<file path="src/hdl/uar_pkg.sv">
// Shared types, constants and the digit-to-character function for the radix converter.
package uar_pkg;

	localparam int unsigned VALUE_BITS = 32;
	localparam int unsigned RADIX_BITS = 8;
	localparam int unsigned CHAR_BITS  = 8;

	localparam logic [CHAR_BITS-1:0] ASCII_ZERO    = 8'd48;
	localparam logic [CHAR_BITS-1:0] ASCII_LOWER_A = 8'd97;
	localparam logic [CHAR_BITS-1:0] DECIMAL_SPLIT = 8'd10;
	localparam logic [RADIX_BITS-1:0] MIN_RADIX    = 8'd2;

	typedef struct packed {
		logic [VALUE_BITS-1:0] value;
		logic [RADIX_BITS-1:0] radix;
	} num_t;

	typedef struct packed {
		logic [CHAR_BITS-1:0] digit_char;
		logic                 last;
		logic                 bad_radix;
	} dig_t;

	typedef enum logic [2:0] {
		S_IDLE,
		S_DIV,
		S_STORE,
		S_READ,
		S_EMIT,
		S_ERR
	} state_t;

	// Commands from the controller to the datapath.
	typedef struct packed {
		logic load;
		logic div_step;
		logic store;
		logic rd;
		logic pop;
		logic show_err;
	} cmd_t;

	// Status from the datapath to the controller.
	typedef struct packed {
		logic bad_in;
		logic div_done;
		logic quot_zero;
		logic last;
	} status_t;

	// Digits below ten map to '0'..'9', larger ones to 'a' onward, wrapping in a byte.
	function automatic logic [CHAR_BITS-1:0] digit_to_char(input logic [CHAR_BITS-1:0] d);
		logic [CHAR_BITS-1:0] c;
		if (d < DECIMAL_SPLIT) begin
			c = ASCII_ZERO + d;
		end else begin
			c = d + (ASCII_LOWER_A - DECIMAL_SPLIT);
		end
		return c;
	endfunction

endpackage

</file>
<file path="src/hdl/uar_ctrl.sv">
// Controller state machine that sequences division, digit storage and character output.
module uar_ctrl (
	input  logic            clk,
	input  logic            arst_n,
	input  logic            num_valid,
	output logic            num_ready,
	output logic            dig_valid,
	input  logic            dig_ready,
	output uar_pkg::cmd_t   cmd,
	input  uar_pkg::status_t st
);
	import uar_pkg::*;

	state_t state_q;
	state_t state_d;

	always_ff @(posedge clk or negedge arst_n) begin
		if (!arst_n) begin
			state_q <= S_IDLE;
		end else begin
			state_q <= state_d;
		end
	end

	always_comb begin
		state_d   = state_q;
		cmd       = '0;
		num_ready = 1'b0;
		dig_valid = 1'b0;
		unique case (state_q)
			S_IDLE: begin
				num_ready = 1'b1;
				if (num_valid) begin
					cmd.load = 1'b1;
					state_d  = st.bad_in ? S_ERR : S_DIV;
				end
			end
			S_DIV: begin
				cmd.div_step = 1'b1;
				if (st.div_done) begin
					state_d = S_STORE;
				end
			end
			S_STORE: begin
				cmd.store = 1'b1;
				state_d   = st.quot_zero ? S_READ : S_DIV;
			end
			S_READ: begin
				cmd.rd  = 1'b1;
				state_d = S_EMIT;
			end
			S_EMIT: begin
				dig_valid = 1'b1;
				if (dig_ready) begin
					cmd.pop = 1'b1;
					state_d = st.last ? S_IDLE : S_READ;
				end
			end
			S_ERR: begin
				dig_valid    = 1'b1;
				cmd.show_err = 1'b1;
				if (dig_ready) begin
					state_d = S_IDLE;
				end
			end
			default: begin
				state_d = S_IDLE;
			end
		endcase
	end

endmodule

</file>
<file path="src/hdl/uar_dp.sv">
// Datapath: bit-serial divider, digit store and output character register.
module uar_dp #(
	parameter int unsigned VALUE_WIDTH = 32
) (
	input  logic             clk,
	input  logic             arst_n,
	input  uar_pkg::num_t    num,
	input  uar_pkg::cmd_t    cmd,
	output uar_pkg::status_t st,
	output uar_pkg::dig_t    dig
);
	import uar_pkg::*;

	localparam int unsigned AW = $clog2(VALUE_WIDTH);
	localparam int unsigned CW = $clog2(VALUE_WIDTH + 1);

	logic [VALUE_WIDTH-1:0] v_q;
	logic [RADIX_BITS-1:0]  r_q;
	logic [RADIX_BITS-1:0]  rem_q;
	logic [AW-1:0]          cnt_q;
	logic [CW-1:0]          ptr_q;
	logic [CHAR_BITS-1:0]   char_q;
	logic [CHAR_BITS-1:0]   mem [VALUE_WIDTH];

	logic [RADIX_BITS:0]    shifted;
	logic [RADIX_BITS:0]    diff;
	logic                   ge;
	logic [CW-1:0]          ptr_m1;
	logic [CHAR_BITS-1:0]   new_char;

	// One restoring step: bring down the next dividend bit and try to subtract the radix.
	assign shifted  = {rem_q, v_q[VALUE_WIDTH-1]};
	assign ge       = (shifted >= {1'b0, r_q});
	assign diff     = shifted - {1'b0, r_q};
	assign ptr_m1   = ptr_q - CW'(1);
	assign new_char = digit_to_char(rem_q);

	assign st.bad_in    = (num.radix < MIN_RADIX);
	assign st.div_done  = (cnt_q == AW'(VALUE_WIDTH - 1));
	assign st.quot_zero = (v_q == '0);
	assign st.last      = (ptr_q == CW'(1));

	assign dig.digit_char = cmd.show_err ? '0 : char_q;
	assign dig.last       = cmd.show_err ? 1'b1 : st.last;
	assign dig.bad_radix  = cmd.show_err;

	always_ff @(posedge clk or negedge arst_n) begin
		if (!arst_n) begin
			cnt_q <= '0;
			ptr_q <= '0;
		end else begin
			if (cmd.load) begin
				cnt_q <= '0;
				ptr_q <= '0;
			end else if (cmd.div_step) begin
				cnt_q <= cnt_q + AW'(1);
			end else if (cmd.store) begin
				cnt_q <= '0;
				ptr_q <= ptr_q + CW'(1);
			end else if (cmd.pop) begin
				ptr_q <= ptr_m1;
			end
		end
	end

	always_ff @(posedge clk) begin
		if (cmd.load) begin
			v_q   <= VALUE_WIDTH'(num.value);
			r_q   <= num.radix;
			rem_q <= '0;
		end else if (cmd.div_step) begin
			v_q   <= {v_q[VALUE_WIDTH-2:0], ge};
			rem_q <= ge ? diff[RADIX_BITS-1:0] : shifted[RADIX_BITS-1:0];
		end else if (cmd.store) begin
			rem_q <= '0;
		end
	end

	// Digits arrive least significant first and are read back in reverse order.
	always_ff @(posedge clk) begin
		if (cmd.store) begin
			mem[ptr_q[AW-1:0]] <= new_char;
		end
		if (cmd.rd) begin
			char_q <= mem[ptr_m1[AW-1:0]];
		end
	end

endmodule

</file>
<file path="src/hdl/unsigned_to_ascii_radix_core.sv">
// Top level of the unsigned number to ASCII digit converter for any radix from 2 to 255.
// Sequencing: after a transaction is accepted, each digit takes one divider step per quotient bit
// followed by a store step.
// Output: each character is then read from the digit store and presented, and waits while the
// consumer stalls; a bad radix gives its single result in the cycle after acceptance.
// The block converts one number at a time and takes no new one until the last is fully output.
// Reset: arst_n idles the controller, clears step count and digit pointer, not the store or data.
module unsigned_to_ascii_radix_core #(
	parameter int unsigned VALUE_WIDTH = 32
) (
	input  logic          clk,
	input  logic          arst_n,
	input  logic          num_valid,
	output logic          num_ready,
	input  uar_pkg::num_t num,
	output logic          dig_valid,
	input  logic          dig_ready,
	output uar_pkg::dig_t dig
);
	import uar_pkg::*;

	// The controller and datapath exchange only these command and status groups.
	cmd_t    cmd;
	status_t st;

	// The controller accepts a number only when idle, runs one long division per digit,
	// and then walks the stored digits back out, most significant first.
	uar_ctrl u_ctrl (
		.clk       (clk),
		.arst_n    (arst_n),
		.num_valid (num_valid),
		.num_ready (num_ready),
		.dig_valid (dig_valid),
		.dig_ready (dig_ready),
		.cmd       (cmd),
		.st        (st)
	);

	// The datapath holds the running quotient, the remainder, the digit store and the
	// registered output character. A radix below two yields one flagged result.
	uar_dp #(
		.VALUE_WIDTH (VALUE_WIDTH)
	) u_dp (
		.clk    (clk),
		.arst_n (arst_n),
		.num    (num),
		.cmd    (cmd),
		.st     (st),
		.dig    (dig)
	);

endmodule

</file>
<file path="config.mk">
export PLATFORM = sky130hd
export DESIGN_NAME = unsigned_to_ascii_radix_core
export DESIGN_NICKNAME = d
export VERILOG_FILES = /design/src/hdl/uar_pkg.sv /design/src/hdl/uar_ctrl.sv /design/src/hdl/uar_dp.sv /design/src/hdl/unsigned_to_ascii_radix_core.sv
export SDC_FILE = /design/constraint.sdc
export NUM_CORES = 1
export LEC_CHECK = 0
export BUFFER_PORTS_ARGS = -buffer_cell sky130_fd_sc_hd__buf_2
export CAP_MARGIN = 20
export CORE_UTILIZATION = 45
export DETAILED_ROUTE_END_ITERATION = 10
export PLACE_DENSITY = 0.67
export SLEW_MARGIN = 20
export SYNTH_ARGS = -nofsm -noshare
export SYNTH_HDL_FRONTEND = slang
export SYNTH_SLANG_ARGS = --single-unit
</file>
<file path="constraint.sdc">
create_clock -name clk -period 5.4 [get_ports clk]
set_input_delay 1.08 -clock clk [delete_from_list [all_inputs] [get_ports clk]]
set_output_delay 1.08 -clock clk [all_outputs]
set_load 0.03 [all_outputs]
</file>
* Word level (Yosys, flattened, before mapping)
Memories as Yosys holds them, arrays and structs flattened. A register that Yosys moved wholly into a read port is not among the register bits.
Index checks and enable logic that the tools add are counted.
** Operators by class
- Add/sub/neg operators :: 6
- $lt $le $gt $ge :: 3
- Equality and inequality tests :: 12
- Multiplexer cells :: 35
- Reduce and logical (&&, ||, !) cells :: 9
** Operators by type and width (count)
- 32-bit two-way mux :: 2
- 8-bit two-way mux :: 5
- 32-bit zero test :: 1
- 6-bit two-way mux :: 4
- 3-bit one-hot mux with 6 select lines :: 1
- 3-bit two-way mux :: 5
- 5-bit two-way mux :: 3
- 1-bit two-way mux :: 13
- 9-bit by 8-bit greater-or-equal comparator with 1-bit output :: 1
- 6-bit by 8-bit adder with 8-bit output (first input constant) :: 1
- 8-bit by 7-bit adder with 8-bit output (second input constant) :: 1
- 8-bit by 2-bit < comparator with 1-bit output (second input constant) :: 1
- 8-bit by 4-bit < comparator with 1-bit output (second input constant) :: 1
- 2-bit inequality test (second input constant) :: 4
- 8-bit subtractor :: 1
- 6-bit by 1-bit adder with 6-bit output (second input constant) :: 1
- 3-bit by 2-bit == test with 1-bit output (second input constant) :: 2
- 3-bit == test (second input constant) :: 2
- 6-bit by 1-bit == test with 1-bit output (second input constant) :: 1
- 3-bit nonzero test :: 2
- 6-bit by 1-bit subtractor with 6-bit output (second input constant) :: 1
- 5-bit by 1-bit adder with 5-bit output (second input constant) :: 1
- 5-bit == test (second input constant) :: 1
- 2-bit two-way mux :: 2
- other kinds (7) :: 8
** Storage, ports and cells
- Register bits after elaboration :: 62
- Memory bits (writable) :: 256
- Memories kept :: 1
** Memory list
- u_dp.mem :: words 32, width 8, rd ports 1, clocked after memory_dff 1, wr ports 1, line uar_dp.sv:23 : logic [CHAR_BITS-1:0] mem [VALUE_WIDTH];

* Depth between registers and ports, before layout
Gate-level depths: netlist (run 1).
- Word-level depth :: 6
- Mapped depth :: 11

* Cells and area by module
Synthesis (run 1) repeated with hierarchy kept, for this count alone.
** Unflattened totals
- Cell total of the unflattened synthesis :: 842
- Area, all modules :: 13897.1 um^2
** By module, submodules not included
- uar_dp :: times used 1, cells each 815, area each 13650.6 um^2, seq. area each 9564.2 um^2
- uar_ctrl :: times used 1, cells each 27, area each 246.5 um^2, seq. area each 75.1 um^2

* Worst setup path after synthesis (run 1)
Ideal clock, no wire load.
- Kind :: register to register
- Start :: reg u_ctrl.state_q[0]
- End :: reg u_dp.v_q[0] (enable)
- Library setup time :: 0.389 ns
- Arrival time :: 2.704 ns
- Setup slack :: 2.307 ns
- Cell stages (with the launch flop) :: 6
- Path buffers :: 2
- Period minus slack after synthesis :: 3.093 ns
- Cells stage by stage :: dfrtp_1 -> clkbuf_1 -> nor3_1 -> nand2_1 -> clkbuf_1 -> nand2_1
** Between the ends
- Word-level cells in the longest chain between the ends :: 3
- Elaborated cells between the ends (all ways) :: 5
- Those cells by class :: eq/ne: 1; mux: 2; reduce/logical: 2
** Ends and longest elaborated chain
- start: declaration :: line uar_ctrl.sv:14 : state_t state_q;
- start signal: assignment :: line uar_ctrl.sv:21 : state_q <= state_d;
- 3-bit by 1-bit == test with 1-bit output / 3-bit zero test (equally long branches) :: line uar_ctrl.sv:30 : unique case (state_q)
- 1-bit two-way mux :: line uar_ctrl.sv:30
- 2-bit nonzero test (no source line) *
- end signal: assignment :: line uar_dp.sv:68 : v_q <= VALUE_WIDTH'(num.value);
- end signal: assignment :: line uar_dp.sv:72 : v_q <= {v_q[VALUE_WIDTH-2:0], ge};
- end: declaration :: line uar_dp.sv:17 : logic [VALUE_WIDTH-1:0] v_q;
Every way passes the cells marked *; elsewhere a longest branch is shown, timed or not.
A chain may end at the register's enable or synchronous reset.

==> results of run 1 <==
layer usage:
metal | part of all wire (%) | global-route usage, % | wire length, um
met4 | 2.0 | 5.164 | 555
met2 | 48 | 29.33 | 13360
met5 | 0 | 0 | 0
met3 | 4.7 | 3.513 | 1287
met1 | 45 | 25.17 | 12380
cell usage in the layout, fill, tap and decap left out, drive strengths merged, types with 8 or more instances in the layout:
cell | Yosys | routed
edfxtp | 304 | 304
nand2 | 139 | 139
nor2 | 112 | 112
buf | 21 | 70
mux4 | 64 | 64
clkbuf | 24 | 48
a21oi | 22 | 22
ha | 20 | 20
inv | 19 | 19
o21ai | 14 | 14
dfrtp | 14 | 14
nand3 | 12 | 12
clkinv | 1 | 12
mux2i | 11 | 11
and2 | 10 | 10
o22ai | 10 | 10
nor4 | 9 | 9
xnor2 | 9 | 9
a32o | 8 | 8
dfxtp | 8 | 8
xor2 | 8 | 8
worst paths after layout:
check	from	endpoint	slack, ns	cells after the start
min	arst_n	u_dp.ptr_q[4]	0.50	1
min in group clk	u_dp.cnt_q[4]	u_dp.cnt_q[4]	0.51	1
max reg2reg	u_dp.ptr_q[0]	u_dp.char_q[6]	2.07	7
min reg2reg	u_dp.cnt_q[4]	u_dp.cnt_q[4]	0.51	1
max	u_dp.ptr_q[0]	dig[1]	1.40	5
max in group asynchronous	arst_n	u_dp.ptr_q[0]	4.59	1
per-stage QoR:
stage	hold slack [ns]	cell area, um2	util, %	setup WS, ns
2_1_floorplan	0.4649	13900	-	2.307
3_3_place_gp	0.4891	14620	48.69	1.861
3_5_place_dp	0.5043	14620	48.69	1.863
4_1_cts	0.4903	15700	52.26	1.323
5_1_grt	0.4991	15710	52.29	1.126
6_report	0.4955	15710	52.29	1.398
flip-flops by register name, summed over array words and instances, names as in the netlist:
| signal | count |
|---|---|
| u_ctrl.state_q | 3 |
| u_dp.char_q | 8 |
| u_dp.cnt_q | 5 |
| u_dp.mem | 256 |
| u_dp.ptr_q | 6 |
| u_dp.r_q | 8 |
| u_dp.rem_q | 8 |
| u_dp.v_q | 32 |
cell families (layout without fill, tap and decap cells):
| group | count (synthesis) | in the layout |
|---|---|---|
| compound gates | 90 | 90 |
| xor+xnor | 17 | 17 |
| fa+ha+maj | 21 | 21 |
| buf+inv | 65 | 150 |
| flops | 326 | 326 |
| mux | 76 | 76 |
| simple gates | 317 | 317 |
power by group through the flow:
stage / logic (mW) / clock network (mW) / registers [mW]
4_1_cts: 3.51 / 2.28 / 3.85
3_3_place_gp: 3.46 / 0 / 3.90
6_report: 3.47 / 2.25 / 3.85
3_5_place_dp: 3.50 / 0 / 3.91
5_1_grt: 3.83 / 2.38 / 3.90
2_1_floorplan: 2.58 / 0 / 3.74
cell type report:
cell class / count / area [um2]
flip-flops and latches: 326 / 9643
well taps: 390 / 488.0
inverters: 20 / 75.07
clock inverters: 12 / 77.57
multi-input cells: 521 / 4036
clock buffers: 48 / 997.2
repair buffers: 70 / 387.9
fillers: 2428 / 14330
==> impl_summary.md, run 1 <==
Run status
The run finished with clean final reports.

Clock network
Hold repair after CTS inserted 0 buffers. For the worst-skew pair, the clock arrives at the later sink with an insertion delay of roughly 0.50 ns. The number of clock sinks seen by CTS is 326. Once the clock tree was built, the resizer swapped 0 gates to a different size. The root buffer cell chosen for the clock tree is clkbuf_16. The clock passes through at most 3 buffers. Buffers added to address setup during post-CTS repair amount to 0.

Clock-pin slew was measured on the worst setup and hold paths at 0.06 ns. The clock buffer count from CTS is 34. TritonCTS built the clock tree.

The H-tree was split into 2 levels.

Timing
The top achievable clock speed is 249.9 MHz. For the pin with the worst max-slew slack, the measured transition is between 0.8 and 0.9 ns. The hold violation count in the final report is 0. The setup clock skew after layout is 0.01308 ns. The number of pins exceeding their max-slew limit in the final report came to 0. The time the final worst path needs with I/O delays and setup is 4.002 ns.

The normalized max-slew margin is 40.31%. Setup repair after global routing left no endpoint under its margin. In the finished design, the share of the clock period the worst path needs comes to 74.11%.

The setup total negative slack is 0 ns. Setup violations remaining at the end of the flow were counted as 0.

Die
In this run the core area contains 63 standard-cell rows. The die is 177.7 um tall. The area of the die is 0.03159 mm2. The die is 177.7 um wide.

The count of pins on the block boundary is 56. The region available for standard cell placement spans roughly 0.03 mm2. For this configuration, the core starts out at a cell density of a little under half.

Synthesis
The xor and xnor fraction of the mapped netlist area is about 1.1%. Synthesis produced 912 cells. Summing the areas of all compound-gate instances in the mapped netlist gives 4.429% of the synthesized area. The net count after synthesis is 977. The main flop type after synthesis is edfxtp_1.

The share of synthesized cell area in and, or, nand and nor gates is 9.894%. The cell with the most instances after synthesis is edfxtp_1. The flop and latch count out of synthesis is 326.

The post-synth design cell area is 0.01390 mm2. Of the post-synthesis cell area, the part taken by muxes is 11.24%. The number of enable-type register cells in the synthesized netlist is around 300. The post-synthesis cell type count is 61. Summing the areas of all fa, ha and maj instances in the mapped netlist gives 1.945% of the synthesized area. The number of warnings printed during yosys synthesis is 0. After synthesis, the cell types taking the most area are edfxtp_1 (66%), mux4_2 (10%), nand2_1 (3.8%), nor2_1 (3.0%), dfrtp_1 (2.5%). In this run the biggest area consumer among cell types represents 65.68% of the synthesized area.

Of all flip-flops after synthesis, the portion carrying an async set or reset was about 4.3%. The share of the yosys chip area belonging to registers is 69.36%. In the synthesized netlist, the cells that appear most often are edfxtp_1 (304), nand2_1 (139), nor2_1 (111). A synthesized cell averages 15.24 um2. The main combinational cell family by area after synthesis is multiplexers. The post-synthesis cell type with the largest combined area is edfxtp_1.

Setup path
Of all nets on the critical path, the largest fanout is 45. The category of the most critical setup path is register to output port. The kind of cell with the highest combined delay along the critical path is buffers and inverters. The kind of capture point of the worst setup path is an output port. For the worst setup path, the data arrival time is 2.92 ns. On the worst path, the slowest cell contributes a delay of 0.80 ns. Among all stages on the critical path, the largest delay is contributed by dfrtp_4. Walking the worst path, the cells encountered are buf_4 > ha_1 > nand3_1 > nand2_1 > buf_2.

The number of buffers and inverters on the critical path is 2. STA puts the critical path data required time at approximately 4.3 ns. The nature of the critical path startpoint is a register.

Cells and area
The post-route netlist has 20.36% of its cells at a drive strength greater than 1. The area growth from synthesis to layout is 13.00%. The final net count is 1,038.

0 antenna diodes ended up in the layout. The finished layout holds 1,387 standard cells, fillers aside.

Placement
The half-perimeter wire length after placement is 17.17 mm. The routability-driven placement congestion ratio is 0.8198. The number of placed instances, taps included, is 1,327. Input and output buffers added on the ports amount to 55.

Power
Total power for the finished layout comes to 9.568 mW. The part of the power in the clock network is 23.5%. The internal portion of the total power is just over 6 mW. Dividing total power by cell area gives a power density of around 600 mW/mm2. The register share of total power is 40.3%.

The maximum resistive drop on vdd is 445.8 uV. The switching portion of total power is 35.09%. For this design the total switching power over the nets is 3.358 mW. Combinational logic is responsible for 36.3% of the overall power. Summed over all cells, the static leakage comes to 5.457 nW.

Drt
The vias after detailed routing is 7,667. In the routed layout, each cell is associated on average with a via count of between 5 and 6. Before antenna repair, the detailed router went through 5 iterations.

The average routed wire per standard cell is approximately 20 um. The count of nets left with antenna violations once routing finished came out at 0. The violation count after the first detailed-route iteration is roughly 630. For this run, design rule violations remaining after detail routing come to 0.

For this block, the routed nets add up to between 20 and 30 mm of wire.

Global route
The number of antenna violations at the first check in global routing is 0. The via count of the first global-routing pass is 7,638. The global-route wire length before repair is ~43 mm. The largest net degree at the start of global routing is 46.

Global routing finished with a remaining overflow of 0. In the global route stage, overall resource usage came out at 18.18%.

Hold path
The path type of the worst min-delay path is primary input to asynchronous set/reset pin.

Run
The number of max-cap violations is 0.
Note: power is estimated with default switching activity, not from simulation.
==> run 2, diff against run 1 <==
--- a/config.mk
+++ b/config.mk
@@ -5,11 +5,12 @@
 export SDC_FILE = /design/constraint.sdc
 export NUM_CORES = 1
 export LEC_CHECK = 0
+export ABC_AREA = 1
 export BUFFER_PORTS_ARGS = -buffer_cell sky130_fd_sc_hd__buf_2
 export CAP_MARGIN = 20
 export CORE_UTILIZATION = 45
 export DETAILED_ROUTE_END_ITERATION = 10
-export PLACE_DENSITY = 0.67
+export PLACE_DENSITY = 0.69
 export SLEW_MARGIN = 20
 export SYNTH_ARGS = -nofsm -noshare
 export SYNTH_HDL_FRONTEND = slang
==> constraint.sdc (replaced) <==
create_clock -name clk -period 3.6 [get_ports clk]
set_input_delay 0.72 -clock clk [delete_from_list [all_inputs] [get_ports clk]]
set_output_delay 0.72 -clock clk [all_outputs]
set_load 0.03 [all_outputs]
==> run 2 against run 1 <==
  * Via count grew 29%
  * Sequential power grew 6.0%
  * Cell area grew 3.3%
  * Register-to-register slack lost 1.1 ns
  * Routed wire length grew 18%
  * Critical path depth grew 1
  * Global-route usage grew 2.1 points
  * Die area grew 3.3%
  * Clock power grew 55%
  * Worst hold slack lost 0.39 ns
  * Worst setup slack lost 0.47 ns
  * Largest power group unchanged
  * Highest routed layer unchanged
==> impl_summary.md, run 2 <==
Power
The portion of total power attributed to combinational logic is 0.4% (-36 points). The leakage component of the power was 6.175 nW (+13%). The switching portion of total power is 19.08% (-16 points). The maximum resistive drop on vdd is 321.4 uV (-28%). The register share of total power is 53.7% (+13 points).

The part of the power in the clock network is 45.9% (+22 points). The internal power component is 6.146 mW (-1.0%). The net switching power came to 1.450 mW (-57%). The areal power density over the cells is 468.3 mW/mm2 (-23%).

Cells and area
The final cell area excluding filler cells is 0.01622 mm2 (+3.3%). The diode insertion count for antenna repair is 0 (unchanged). The area growth from synthesis to layout is 12.91% (about the same). The top cell types in the final layout, fill and taps aside, are nor2_1 (324), edfxtp_1 (304), nand2_1 (203). The ratio of cells with drive above 1 in the final layout is 10.51% (-9.9 points). The final net count is 1,477 (+42%).

The flip-flop count of the largest register, all copies and words added was 256 (unchanged). The leading cell type in the layout, fill and taps excluded is nor2_1. The count of fill cells added during filler insertion is 2,730 (+12%).

Die
The initial core utilization came to 45.64% (-0.64 points). The number of placement rows is 65 (+3.2%). The area of the core was 0.03147 mm2 (+4.8%). The floorplan die width is 180.7 um (+1.6%). The area of the die was 0.03264 mm2 (+3.3%).

The floorplan die height is 180.7 um (+1.6%). The count of pins on the block boundary is 56 (unchanged).

Synthesis
The xor and xnor fraction of the mapped netlist area came to 1.028% (-0.044 points). The proportion of synthesized area in mux cells is 0% (-11 points). The main flop type after synthesis is edfxtp_1.

The cell with the most instances after synthesis is nor2_1. By area the synthesized netlist is led by edfxtp_1 (64%), nor2_1 (8.5%), o21ai_0 (5.3%), nand2_1 (5.3%), nand3_1 (4.4%). The share of the yosys chip area belonging to registers was 67.10% (-2.3 points). The number of instances in the synthesized netlist came to 1,357 (+49%). The number of warnings printed during yosys synthesis is 0 (unchanged). The net count after synthesis is 1,422 (+46%). The synthesized-area fraction occupied by ao, oa, aoi and oai cells was 6.768% (+2.3 points). In the synthesized netlist, the cells that appear most often are nor2_1 (324), edfxtp_1 (304), nand2_1 (203). The top-area cell type share of the netlist area is 63.55% (-2.1 points).

The share of synthesized registers carrying an async set or reset is 4.294% (unchanged). The post-synth design cell area came to 0.01437 mm2 (+3.4%). The post-synthesis cell type with the largest combined area is edfxtp_1.

The main combinational cell family by area after synthesis is simple AND/OR/NAND/NOR gates. The share of synthesized cell area in and, or, nand and nor gates came to 18.96% (+9.1 points). The adder and majority cell fraction of the synthesized area is 1.881% (-0.063 points). The flop and latch count out of synthesis is 326 (unchanged). The post-synthesis cell type count is 38 (-38%).

The post-synthesis average cell area came to 10.59 um2 (-31%). The number of enable-type register cells in the synthesized netlist was 304 (unchanged).

Setup path
The family with the most delay on the worst path is simple AND/OR/NAND/NOR gates. The data arrival time of the worst path is 1.95 ns (-0.97 ns). The kind of capture point of the worst setup path is an output port. The critical-path cell with the highest stage delay is dfrtp_1.

The signal on the critical path passes through inv_1 > nand2_1 > nor2_1 > nand3b_1 > nand2_1 > buf_2. In this design, the critical path's most frequently occurring cell is nand2_1. The top fanout value on the critical path came to 7 (-84%). The buffering stage count on the worst path with inverters included is 2 (unchanged).

The nature of the critical path startpoint is a register. The largest stage delay on the critical path is 0.50 ns (-0.30 ns). The required time at the endpoint of the critical path was 2.88 ns (-1.44 ns). The category of the most critical setup path is register to output port.

Clock network
The count of cells resized by post-cts repair came to 0 (unchanged). The clock buffer count from CTS is 35 (+2.9%). The number of clock sinks seen by CTS is 326 (unchanged). The insertion delay of the later-clocked pin in the worst-skew pair is 0.52 ns (+0.02 ns). The CTS tree is built.

The clock transition at the register clock pins on the worst setup and hold paths after CTS is 0.06 ns (about the same). The buffer levels on the longest clock path came to 3 (unchanged). The depth of the CTS H-tree is 2 (unchanged). CTS placed an instance of clkbuf_16 at the clock tree root.

The cts-stage hold buffer count came to 0 (unchanged). The post-CTS setup buffer count came to 0 (unchanged).

Placement
The post-detailed-placement cell area is 0.01511 mm2 (+3.3%). The number of buffer cells added on primary ports is 55 (unchanged). The worst slack at placement is 0.9190 ns (-0.9442 ns).

The half-perimeter wire length after placement was 19.93 mm (+16%). The routability-driven placement congestion ratio is 0.8523 (+4.0%).

Timing
The top achievable clock speed is ~370 MHz. The number of pins exceeding their max-slew limit in the final report is 0 (unchanged). Setup repair after global routing left no endpoint under its margin. The setup clock skew after layout is 0.01839 ns (+0.005307 ns).

The normalized max-slew margin is 35.98% (-4.3 points). The worst-case setup margin in the final layout came to 0.9298 ns (-0.4683 ns). The transition time at the pin with the least slew margin is 0.9593 ns (+0.06722 ns). The number of endpoints failing setup at the final stage is 0 (unchanged). The post-route fraction of the period consumed by the critical path is 74.17%. The hold violation count in the final report is 0 (unchanged).

Subtracting the final worst setup slack from the clock period gives 2.670 ns. The setup total negative slack is 0 ns (unchanged).

Global route
The total global routing overflow came to 0 (unchanged). The via count of the first global-routing pass came to 9,509 (+24%). The global router's overall resource usage is 20.30% (+2.1 points). The global-route wire length before repair is 52.22 mm (+21%).

The largest net degree at the start of global routing is 129 (+180%). The number of antenna violations at the first check in global routing is 0 (unchanged).

Drt
The violation count after the first detailed-route iteration was 1,040 (+66%). The number of nets with antenna violations after routing is 0 (unchanged). The final routed wirelength across all metal layers is 32.55 mm (+18%).

The met1 routed wirelength after detailed routing is 14.30 mm (+16%). The number of vias per cell is 5.387 (-2.6%). The routed wire length on met2 came to 14.90 mm (+12%).

The average routed wire per standard cell is 17.70 um (-11%). The highest metal layer with signal wires is met4. The residual DRC count is 0 (unchanged). The number of search-and-repair iterations in the first detailed-routing pass is 6 (+1).

The detailed-routed wire length on met3 came to 2.695 mm (+110%). The vias after detailed routing was 9,906 (+29%).

Hold path
The path class of the tightest hold or removal check is primary input to asynchronous set/reset pin.

Run status
The run finished with clean final reports.

Run
The number of max-cap violations is 0 (unchanged).
==> run 2: changes by cell type after synthesis, moves of 8 or more <==
cell and change:
nor4_1 -9, nand2_1 +64, a32o_1 -8, o21ai_0 +139, nand3_1 +114, and2_1 -9
a21oi_1 -11, nor2_1 +213, inv_1 +56, mux2i_1 -11, buf_2 +11, mux4_2 -64
==> run 2: final timing paths <==
check,depth (start not counted),startpoint,slack (ns),end
max in group asynchronous,1,arst_n,3.22,u_dp.ptr_q[0]
setup reg to reg,11,u_dp.ptr_q[0],0.96,u_dp.char_q[6]
setup / recovery,6,u_dp.ptr_q[3],0.93,dig[1]
min in group clk,1,num[0],0.38,u_dp.r_q[0]
hold / removal,1,arst_n,0.10,u_ctrl.state_q[0]
hold reg to reg,2,u_dp.rem_q[6],0.49,u_dp.rem_q[6]
==> run 2: power groups by stage <==
| stage | clock network, mW | registers, mW | logic [mW] |
|---|---|---|---|
| 6_report | 3.49 | 4.08 | 0.0295 |
| 4_1_cts | 3.54 | 4.08 | 0.0297 |
| 3_3_place_gp | 0 | 4.16 | 0.0299 |
| 2_1_floorplan | 0 | 4.16 | 0.00117 |
| 5_1_grt | 3.69 | 4.08 | 0.0331 |
| 3_5_place_dp | 0 | 4.16 | 0.0296 |
==> run 2: kinds of logic after synthesis <==
group,after synthesis
simple gates,670
flops,326
compound gates,184
buf+inv,143
fa+ha+maj,21
xor+xnor,13
==> run 2: cell type report <==
type / count / area (um2) / area share, %
inverter: 79 / 296.5 / 1.828
clock buffer: 42 / 923.4 / 5.693
timing repair buffer: 82 / 506.7 / 3.124
multi-input combinational: 888 / 4164 / 25.67
sequential: 326 / 9643 / 59.45
tap: 402 / 503.0 / 3.101
clock inverter: 20 / 182.7 / 1.126
==> run 2: stage by stage <==
| stage | cells | total power, mW | util (%) | hold WS [ns] |
|---|---|---|---|---|
| 4_1_cts | 1839 | 7.650 | 51.52 | 0.09922 |
| 3_5_place_dp | 1777 | 4.190 | 48.01 | 0.4845 |
| 6_report | 1839 | 7.595 | 51.53 | 0.1017 |
| 3_3_place_gp | 1777 | 4.190 | 48.01 | 0.4715 |
| 5_1_grt | 1839 | 7.800 | 51.53 | 0.1214 |
| 2_1_floorplan | 1357 | 4.162 | - | 0.4244 |
==> run 2: routing by layer <==
metal	global-route usage [%]	vias up
li1	-	4770
met4	5.880	0
met5	0	-
met3	3.800	54
met1	29.15	4676
met2	31.46	406
==> run 3, diff against run 2 <==
--- a/config.mk
+++ b/config.mk
@@ -10,7 +10,7 @@
 export CAP_MARGIN = 20
 export CORE_UTILIZATION = 45
 export DETAILED_ROUTE_END_ITERATION = 10
-export PLACE_DENSITY = 0.69
+export PLACE_DENSITY = 0.67
 export SLEW_MARGIN = 20
 export SYNTH_ARGS = -nofsm -noshare
 export SYNTH_HDL_FRONTEND = slang
==> constraint.sdc (replaced) <==
create_clock -name clk -period 2.5 [get_ports clk]
set_input_delay 0.5 -clock clk [delete_from_list [all_inputs] [get_ports clk]]
set_output_delay 0.5 -clock clk [all_outputs]
set_load 0.03 [all_outputs]
==> run 3 against run 2 <==
  * Flip-flop and latch count stayed put
  * Core utilization grew 1.1 points
  * Clock-buffer cell count increased by 1
  * Via count rose by 1.1%
  * Die area unchanged
  * Non-clock buffer count up 42
  * Critical path depth unchanged
  * Routed wire length is 3.8% higher
  * Cell area increased by 2.1%
  * Cell count rose by 2.2%
  * Worst hold slack improved by 0.070 ns
  * Largest power group unchanged
==> impl_summary.md, run 3 (synthesis gave the netlist of run 2 again) <==
Run status
The run finished with clean final reports.

Clock network
The clock buffer count from CTS is 35 (unchanged). The buffer levels on the longest clock path was 3 (unchanged). The CTS tree is built. The depth of the CTS H-tree is 2 (unchanged). The insertion delay of the later-clocked pin in the worst-skew pair is 0.52 ns (about the same). In this run the clock root is driven by a clkbuf_16. The clock transition at the register clock pins on the worst setup and hold paths after CTS is 0.06 ns (about the same). The number of clock sinks seen by CTS came to 326 (unchanged).

Placement
The routability-driven placement congestion ratio is 0.8346 (-2.1%). The half-perimeter wire length after placement is 20.94 mm (+5.1%). The number of buffer cells added on primary ports was 55 (unchanged). The instance count after placement with tap cells included is 1,818 (+2.3%).

Drt
The residual DRC count is 0 (unchanged). The average routed wire per standard cell is 17.97 um (+1.5%). The met1 routed wirelength after detailed routing was 14.96 mm (+4.6%).

The detailed-routed wire length on met3 is 2.347 mm (-13%). The violation count after the first detailed-route iteration is 1,099 (+5.7%). The number of search-and-repair iterations in the first detailed-routing pass came to 5 (-1). The vias after detailed routing came to 10.02k (+1.1%). The number of vias per cell was 5.331 (-1.0%).

The number of nets with antenna violations after routing was 0 (unchanged). The final routed wirelength across all metal layers is 33.77 mm (+3.8%). The highest metal layer with signal wires is met4. The routed wire length on met2 was 15.86 mm (+6.4%).

Die
The area of the core is 0.03147 mm2 (unchanged). The count of pins on the block boundary is 56 (unchanged). The initial core utilization was 45.64% (unchanged). The floorplan die height came to 180.7 um (unchanged). The area of the die is 0.03264 mm2 (unchanged).

The number of placement rows came to 65 (unchanged). The floorplan die width was 180.7 um (unchanged).

Cells and area
The register cell area after layout is 0.009644 mm2 (about the same). The count of fill cells added during filler insertion is 2,714 (-0.59%). The final net count came to 1,519 (+2.8%). The area growth from synthesis to layout is 15.30%.

In the layout the commonest cells are nor2_1 (324), edfxtp_1 (304), nand2_1 (202). The diode insertion count for antenna repair is 0 (unchanged). The ratio of cells with drive above 1 in the final layout is 13.07% (+2.6 points). The leading cell type in the layout, fill and taps excluded is nor2_1. The flip-flop count of the largest register, all copies and words added was 256 (unchanged).

The filler-free cell count of the finished design came to 1,879 (+2.2%). The area occupied by multi-input gates is 0.004179 mm2 (+0.36%).

Power
The register share of total power is 54.5% (+0.8 points). The portion of total power attributed to combinational logic is 0.4% (about the same). The switching portion of total power is 19.28% (+0.20 points).

The areal power density over the cells is 650.5 mW/mm2 (+39%). The internal power component is 8.697 mW (+42%). The maximum resistive drop on vdd was 476.0 uV (+48%). The net switching power came to 2.078 mW (+43%). The part of the power in the clock network is 45.0% (-0.9 points). The leakage component of the power is 6.388 nW (+3.4%).

Timing
The setup clock skew after layout is 0.02305 ns (+0.004667 ns). The setup total negative slack came to 0 ns (unchanged). Static timing analysis puts the maximum clock frequency at 420.4 MHz. Setup repair after global routing left no endpoint under its margin. The time the final worst path needs with I/O delays and setup is 2.379 ns. The transition time at the pin with the least slew margin was 0.9881 ns (+0.02887 ns). The normalized max-slew margin is 34.07% (-1.9 points). The hold violation count in the final report is 0 (unchanged). The number of endpoints failing setup at the final stage came to 0 (unchanged). In the finished design, the share of the clock period the worst path needs comes to 95.14%. The number of pins exceeding their max-slew limit in the final report is 0 (unchanged).

Hold path
The startpoint of the most critical hold path is num[0]. The path type of the worst min-delay path is primary input to register.

Global route
The via count of the first global-routing pass is 9,483 (-0.27%). The number of antenna violations at the first check in global routing is 0 (unchanged). The largest net degree at the start of global routing is 76 (-41%).

The global router's overall resource usage was 20.89% (+0.59 points). The global-route wire length before repair came to 53.14 mm (+1.8%). The total global routing overflow is 0 (unchanged).

Setup path
The cell occurring most often along the worst timing path is nand2_1. The largest stage delay on the critical path is 0.47 ns (-0.03 ns). The startpoint identified for the worst register-to-register timing path is u_dp.ptr_q[0]. The worst-case register-to-register setup slack is 0.21 ns (-0.75 ns). The cell family contributing the most delay on the critical path is simple AND/OR/NAND/NOR gates. The worst setup path is launched from a register. In this run the worst setup path begins at u_dp.ptr_q[4]. The top fanout value on the critical path is 6 (-1). The kind of capture point of the worst setup path is an output port. The required time at the endpoint of the critical path is 2.00 ns (-0.88 ns). The critical-path cell with the highest stage delay is dfrtp_1. The category of the most critical setup path is register to output port. The buffering stage count on the worst path with inverters included is 2 (unchanged). The critical path goes through inv_1 > nand2_1 > nor2_1 > nand3b_1 > nand2_1 > buf_2. The data arrival time of the worst path came to 1.88 ns (-0.07 ns).

Run
The number of max-cap violations is 0 (unchanged).
-- run 3: cell count changes in the layout (fill, tap and decap cells not counted), sizes merged --
cell / change
dlygate4sd3: +1
clkbuf: +1
buf: +41
inv: +1
clkinv: -3
bufinv: -1
-- run 3: final cells by class --
| class | instances | area share [%] |
|---|---|---|
| Clock buffer | 43 | 5.469 |
| Timing Repair Buffer | 124 | 5.333 |
| Multi-Input combinational cell | 888 | 25.23 |
| Tap cell | 402 | 3.037 |
| Sequential cell | 326 | 58.23 |
| Inverter | 79 | 1.790 |
| Clock inverter | 17 | 0.9140 |
-- run 3: timing repair --
| item | in CTS | in global routing |
|---|---|---|
| buffers inserted | 0 | 0 |
| hold buffers | 1 | 0 |
| hold endpoints to repair | 14 | 0 |
| resized for setup | 0 | 3 |
| setup endpoints to repair | 0 | 10 |
-- run 3: power groups by stage --
| stage | Clock [mW] | Combinational [mW] | Sequential [mW] |
|---|---|---|---|
| after floorplan | 0 | 0.00168 | 5.99 |
| after global placement | 0 | 0.0436 | 5.99 |
| after detailed placement | 0 | 0.0437 | 5.99 |
| after CTS | 4.94 | 0.0450 | 5.88 |
| after global routing | 5.14 | 0.0497 | 5.87 |
| final | 4.85 | 0.0448 | 5.88 |
-- run 3: worst paths after layout --
path / end / cells after the start
max in group asynchronous: u_dp.ptr_q[0] / 2
worst max register to register: u_dp.char_q[0] / 11
worst min-delay path: u_dp.r_q[0] / 1
worst max-delay path: dig[1] / 6
min in group asynchronous: u_dp.cnt_q[3] / 2
worst min register to register: u_dp.rem_q[7] / 2
-- run 3: through the flow --
step           hold WS [ns]  utilization, %  power [mW]  setup WS [ns]  area (um2)
2_1_floorplan        0.2044               -       5.993        0.02778       14380
3_3_place_gp         0.4199           49.19       6.035         0.2599       15480
3_5_place_dp         0.4291           49.19       6.035         0.2264       15480
4_1_cts              0.1543           52.58       10.86        0.03017       16550
5_1_grt              0.1533           52.63       11.06        0.02382       16560
6_report             0.1716           52.63       10.77         0.1214       16560
-- run 3: per-layer routing --
metal  up-vias  GRT usage [%]
met3        50          3.436
met5         -              0
met1      4773          29.94
met2       357          32.86
met4         0          5.915
li1       4837              -
